<file path="config.mk">
export PLATFORM = sky130hd
export DESIGN_NAME = tepic_front
export DESIGN_NICKNAME = d
export VERILOG_FILES = /design/src/tepic_pkg.sv /design/src/tepic_front.sv
export SDC_FILE = /design/constraint.sdc
export NUM_CORES = 1
export LEC_CHECK = 0
export ABC_AREA = 0
export ABC_CLOCK_PERIOD_IN_PS = 17800
export BUFFER_PORTS_ARGS = -buffer_cell sky130_fd_sc_hd__buf_2
export CAP_MARGIN = 5
export CORE_MARGIN = 3
export CORE_UTILIZATION = 30
export DETAILED_ROUTE_END_ITERATION = 7
export PLACE_DENSITY = 0.57
export RECOVER_POWER = 50
export SETUP_SLACK_MARGIN = 0.5
export SLEW_MARGIN = 0
export SYNTH_ARGS = -nofsm -noshare
export SYNTH_HDL_FRONTEND = slang
export SYNTH_SLANG_ARGS = --single-unit
export TNS_END_PERCENT = 5
</file>
<file path="constraint.sdc">
create_clock -name clk -period 17.8 [get_ports clk]
set_input_delay 3.56 -clock clk [delete_from_list [all_inputs] [get_ports clk]]
set_output_delay 3.56 -clock clk [all_outputs]
set_load 0.05 [all_outputs]
</file>
<file path="src/tepic_pkg.sv">
// Package: shared types and constants for the TDC edge pairing block.
package tepic_pkg;

    localparam logic [2:0] CMD_HIT   = 3'd0;
    localparam logic [2:0] CMD_INL   = 3'd1;
    localparam logic [2:0] CMD_MAP   = 3'd2;
    localparam logic [2:0] CMD_SHIFT = 3'd3;
    localparam logic [2:0] CMD_EVENT = 3'd4;

    localparam int FRAC_BITS  = 8;
    localparam int CHIP_WIDTH = 8;
    localparam int TIME_W     = 31;

    localparam logic [7:0] ACCEPTED_TYPE_RESET = 8'd208;

    // Classified item passed from the front part to the back part
    typedef struct packed {
        logic [2:0]  cmd;
        logic [1:0]  tdc_index;
        logic [6:0]  chan;
        logic        leading;
        logic [20:0] tdc_value;
        logic [9:0]  table_bin;
        logic [47:0] load_value;
        logic [7:0]  map_plane;
        logic [7:0]  map_strip;
        logic        map_side;
    } item_t;

    // Result item
    typedef struct packed {
        logic        status;
        logic [7:0]  plane;
        logic [7:0]  strip;
        logic        side;
        logic [47:0] leading_time;
        logic [29:0] pulse_width;
    } result_t;

endpackage

</file>
<file path="src/tepic_front.sv">
// Front part: accept items, filter and classify them, and queue them.
module tepic_front #(
    parameter int NUM_TDCS = 4,
    parameter int CHANNELS = 72
) (
    input  logic                clk,
    input  logic                rst_n,
    input  logic                in_valid,
    input  logic                in_stall_n_dummy,
    input  logic [7:0]          accepted_type,
    input  logic [2:0]          cmd,
    input  logic [1:0]          tdc_index,
    input  logic [3:0]          hptdc_id,
    input  logic [2:0]          channel_in_chip,
    input  logic                leading,
    input  logic [20:0]         tdc_value,
    input  logic [7:0]          digit_type,
    input  logic [9:0]          table_bin,
    input  logic [47:0]         load_value,
    input  logic [7:0]          map_plane,
    input  logic [7:0]          map_strip,
    input  logic                map_side,
    output logic                q_valid,
    output tepic_pkg::item_t    q_item,
    input  logic                q_pop,
    output logic                full
);

    localparam int DEPTH = 2;

    tepic_pkg::item_t it;
    logic [6:0]       chan;
    logic             keep;
    logic             push;

    tepic_pkg::item_t q_reg [DEPTH];
    logic [0:0]       wr_ptr_reg, rd_ptr_reg;
    logic [1:0]       cnt_reg;

    // Classify: drop items that can never have an effect
    always_comb
    begin
        chan = 7'(hptdc_id) * 7'(tepic_pkg::CHIP_WIDTH) + 7'(channel_in_chip);
        keep = 1'b0;
        unique case (cmd) inside
            tepic_pkg::CMD_EVENT: keep = 1'b1;
            tepic_pkg::CMD_SHIFT: keep = (32'(tdc_index) < NUM_TDCS);
            tepic_pkg::CMD_INL, tepic_pkg::CMD_MAP:
                keep = (32'(tdc_index) < NUM_TDCS) && (32'(hptdc_id) * 8
                       + 32'(channel_in_chip) < CHANNELS);
            tepic_pkg::CMD_HIT:
                keep = (32'(tdc_index) < NUM_TDCS) && (32'(hptdc_id) * 8
                       + 32'(channel_in_chip) < CHANNELS)
                       && (digit_type == accepted_type);
            default: keep = 1'b0;
        endcase
        it.cmd        = cmd;
        it.tdc_index  = tdc_index;
        it.chan       = chan;
        it.leading    = leading;
        it.tdc_value  = tdc_value;
        it.table_bin  = table_bin;
        it.load_value = load_value;
        it.map_plane  = map_plane;
        it.map_strip  = map_strip;
        it.map_side   = map_side;
    end

    assign full    = (cnt_reg == 2'(DEPTH));
    assign push    = in_valid && in_stall_n_dummy && keep;
    assign q_valid = (cnt_reg != 2'd0);
    assign q_item  = q_reg[rd_ptr_reg];

    // Queue storage
    always_ff @(posedge clk)
    begin
        if (push)
        begin
            q_reg[wr_ptr_reg] <= it;
        end
    end

    // Queue pointers
    always_ff @(posedge clk or negedge rst_n)
    begin
        if (!rst_n)
        begin
            wr_ptr_reg <= '0;
            rd_ptr_reg <= '0;
            cnt_reg    <= '0;
        end
        else
        begin
            if (push)
            begin
                wr_ptr_reg <= wr_ptr_reg + 1'b1;
            end
            if (q_pop)
            begin
                rd_ptr_reg <= rd_ptr_reg + 1'b1;
            end
            cnt_reg <= cnt_reg + 2'(push) - 2'(q_pop);
        end
    end

`ifndef SYNTH
    a_no_overflow: assert property (@(posedge clk) disable iff (!rst_n)
        full |-> !push) else $error("queue overflow");
    a_no_underflow: assert property (@(posedge clk) disable iff (!rst_n)
        q_pop |-> q_valid) else $error("queue underflow");
    a_cnt_range: assert property (@(posedge clk) disable iff (!rst_n)
        cnt_reg <= 2'(DEPTH)) else $error("queue count out of range");
`endif

endmodule

</file>
==> results <==
- At the later pin of the worst-skew pair, clock insertion delay measures 0.51 ns.
- The maximum clock insertion buffer count is 3.
- The clock slew seen by the registers of the worst setup and hold paths is 0.06 ns.
- The routed design could run at a clock period as short as 7.842 ns.
- The leading register cell type out of synthesis is edfxtp_1.
- The number of nets in the synthesized netlist is 503.
- The worst-path cell with the longest stage delay is and2_0.
- The area overhead of the layout relative to synthesis is 27.69%.
- The async set-or-reset flop fraction in the synthesized netlist is 0.01802.
- The global-route wire length before repair is 25.62 mm.
- The flip-flop count of the largest register after layout is 218.
- In this run the most critical hold path is launched from wr_ptr_reg.
- After legalization and detailed placement, the total HPWL measured 11.37 mm.
- Dividing the detail-routed via count by the number of cells gives 4.367.
- The worst register-to-register path ends at q_reg[0][94].
- The via count of the first global-routing pass is 4726.
- Derived from the worst setup path, the maximum achievable clock frequency is 127.5 MHz.
- The combined global-route utilization of all metal layers is 0.1109.
- Grouping stages by cell kind, the critical path spends the most delay in simple AND/OR/NAND/NOR gates.
- The final reports fail on capacitance limit, slew limit.
- The library cells used most frequently in the layout, excluding fill and tap cells, are edfxtp_1 (218), buf_2 (150), mux2_2 (109), clkbuf_1 (93), clkbuf_16 (25).
- The min-delay analysis places its worst path in the category flip-flop to flip-flop.
- STA puts the critical path data arrival time at 7.98 ns.
- The required time of the worst setup path is 17.93 ns.
- Setup repair after global routing left no endpoint under its margin.
- The core region area is 26430 µm².
- For the final database, setup skew stands at 0.005732 ns.
- Dividing total power by cell area gives a power density of 160.9 nW/µm².
- The H-tree depth is 1.
- Synthesis produced 371 cells.
- The worst setup path is captured at a flip-flop.
- CTS placed an instance of clkbuf_16 at the clock tree root.
- The number of placed instances, taps included is 938.
- The initial antenna violation count is 1.
- The remaining number of nets flagged by the antenna check after routing is 0.
- The signal on the critical path passes through clkbuf_1 -> xor2_1 -> nor4_1 -> a2111oi_0 -> nor2_2 -> and2_0 -> buf_4.
- 0 antenna diodes ended up in the layout.
- The clock tree from TritonCTS is yes.
- Of the synthesized area, sequential elements account for 0.8146.
- The weighted congestion at the end of routability-driven global placement is 0.7627.
- The most common cell after layout, fill and taps aside is edfxtp_1.
- For this run, the number of standard cells in the final layout without fillers is 983.
- Yosys printed 0 warnings.
- In the routed design, unresolved DRC markers number 0.
- For the pin with the worst max-slew slack, the measured transition is 3.518 ns.
- Wires add up to 16.91 mm.
- In this design, the stage delay of the slowest critical-path cell is 2.36 ns.
- The total overflow left after global routing is 0.
- The final route contains 4293 vias.
- The number of nets at the end of the flow is 762.
- The number of optimization iterations in the first detailed-route pass is 4.
- The class of the most critical setup path is input port to flip-flop.
- Summed over all instances, the cell type with the most area after synthesis is edfxtp_1.
- Of the cells placed in the final design, the portion with a size suffix greater than 1 is 0.4660.
- The analysis attributes to cell leakage a power of 3.639 nW.
- Counting flops and latches in the post-synthesis netlist gives 222.
- Across all register-to-register paths, the minimum setup slack is 13.41 ns.
- In this run the cell area of the synthesized design comes to 8159 µm².
- The floorplan step set the die width to 170.9 µm.
- The count of boundary I/O pins is 241.
- The peak ir drop on the vdd network is 0.1348 mV.
- The terminating pin of the worst hold path is wr_ptr_reg.
- The final hold violation count was 0.
- The number of cell instances on the worst register-to-register path is 3.
- For this design, the sink count on the clock tree is 222.
- The number of maximum-capacitance violations is 2.
- Dividing the detail-routed wire length by the instance count gives 17.20 µm.
- The final max-slew violation count came to 108.
- The cts-stage hold buffer count is 0.
- The largest net degree at the start of global routing is 64.
- The number of buffers added by the clock tree synthesis step is 25.
- The total of endpoints with negative setup slack in the final report is 0.
- For this configuration, the core starts out at a cell density of 0.3087.
- The number of gates given a new drive strength after cts is 0.
- Counting distinct cell types in the post-synthesis netlist gives 21.
- The origin of the worst setup path is accepted_type[5].
- In this run the critical register-to-register path is launched from wr_ptr_reg.
- The largest fanout on the critical path is 63.
- The flow ran to the end, but the final reports show violations.
- The floorplan die area is 29210 µm².
- The total number of placement rows is 59.
- The post-route clock period utilization is 0.4405.
- The height of the chip is 170.9 µm.
- The number of setup buffers added after CTS is 0.
- Headroom to the max-slew limit came out at -1.345.
- The worst path buffer plus inverter count is 2.
- The nature of the critical path startpoint is an input port.
- After synthesis, the mean cell area works out to 21.99 µm².
- In this run the tool buffered the top-level ports with 240 buffer cells.
- For the final routed database, the setup TNS stands at 0 ns.
- By area the synthesized netlist is led by edfxtp_1 (80%), mux2_2 (15%), dfrtp_1 (1.2%), xor2_1 (1.1%), buf_2 (0.61%).
- In this run, the number of DRC markers left after iteration 0 of detailed routing was 230.
- Along the worst hold path, the cell count comes to 1.
- The number of flops mapped to enable cells by yosys is 218.
- The share of synthesized area in the top cell type comes to 0.8023.
per-layer routing:
metal	routed length, µm	GRT usage	vias to the layer above
met5	20	0	-
met4	258	0.02694	2
met3	1721	0.04274	25
met2	8273	0.1888	174
met1	6631	0.1335	2095
li1	-	-	1997
cells by family (layout without fill, tap and decap cells):
group / Yosys count / count (layout) / share of synthesized area
AND/OR/NAND/NOR: 8 / 8 / 0.006442
multiplexers: 109 / 109 / 0.1504
XOR/XNOR: 12 / 12 / 0.01288
buffers and inverters: 14 / 291 / 0.007975
AO/OA/AOI/OAI: 4 / 4 / 0.004600
adder cells (fa/ha/maj): 2 / 2 / 0.003067
flip-flops: 222 / 222 / 0.8146
worst max-delay path by stage:
stage                    end  slack (ns)  cells past startpoint
4_1_cts           q_item[44]       11.27                      3
3_5_place_dp    q_reg[1][95]       11.30                      7
3_3_place_gp   q_reg[1][107]       11.42                      7
5_1_grt         q_reg[1][15]        9.39                      7
2_1_floorplan    q_reg[0][0]        5.48                      4
6_report        q_reg[1][20]        9.96                      7
per-stage QoR:
| step | hold slack (ns) | total power [W] | setup WS [ns] | instance area (µm²) | util |
|---|---|---|---|---|---|
| 2_1_floorplan | 0.4563 | 0.001097 | 5.478 | 8159 | - |
| 4_1_cts | 0.5353 | 0.001709 | 11.27 | 10550 | 0.3992 |
| 3_5_place_dp | 0.5232 | 0.001214 | 11.30 | 9763 | 0.3694 |
| 5_1_grt | 0.5480 | 0.001751 | 9.393 | 10420 | 0.3942 |
| 6_report | 0.5237 | 0.001676 | 9.958 | 10420 | 0.3942 |
| 3_3_place_gp | 0.5174 | 0.001212 | 11.42 | 9763 | 0.3694 |
power breakdown:
| group | total [W] | switching, W | internal, W |
|---|---|---|---|
| Clock | 0.000484 | 0.000197 | 0.000287 |
| Combinational | 0.000545 | 0.000386 | 0.000159 |
| Sequential | 0.000647 | 0.0000332 | 0.000614 |
final cells by class:
cell class                 count  area, µm²
fill                        2477      16010
sequential                   222       6650
multi-input combinational    135       1440
timing repair buffer         244       1115
clock buffer                  28      636.9
tap                          335      419.2
clock inverter                17      150.1
inverter                       2      7.507
cell usage after synthesis (2+ instances only):
cell,n
edfxtp_1,218
mux2_2,109
buf_2,10
xor2_1,10
dfrtp_1,4
clkbuf_1,2
ha_1,2
inv_1,2
xnor2_1,2
(Power assumes the default switching activity.)
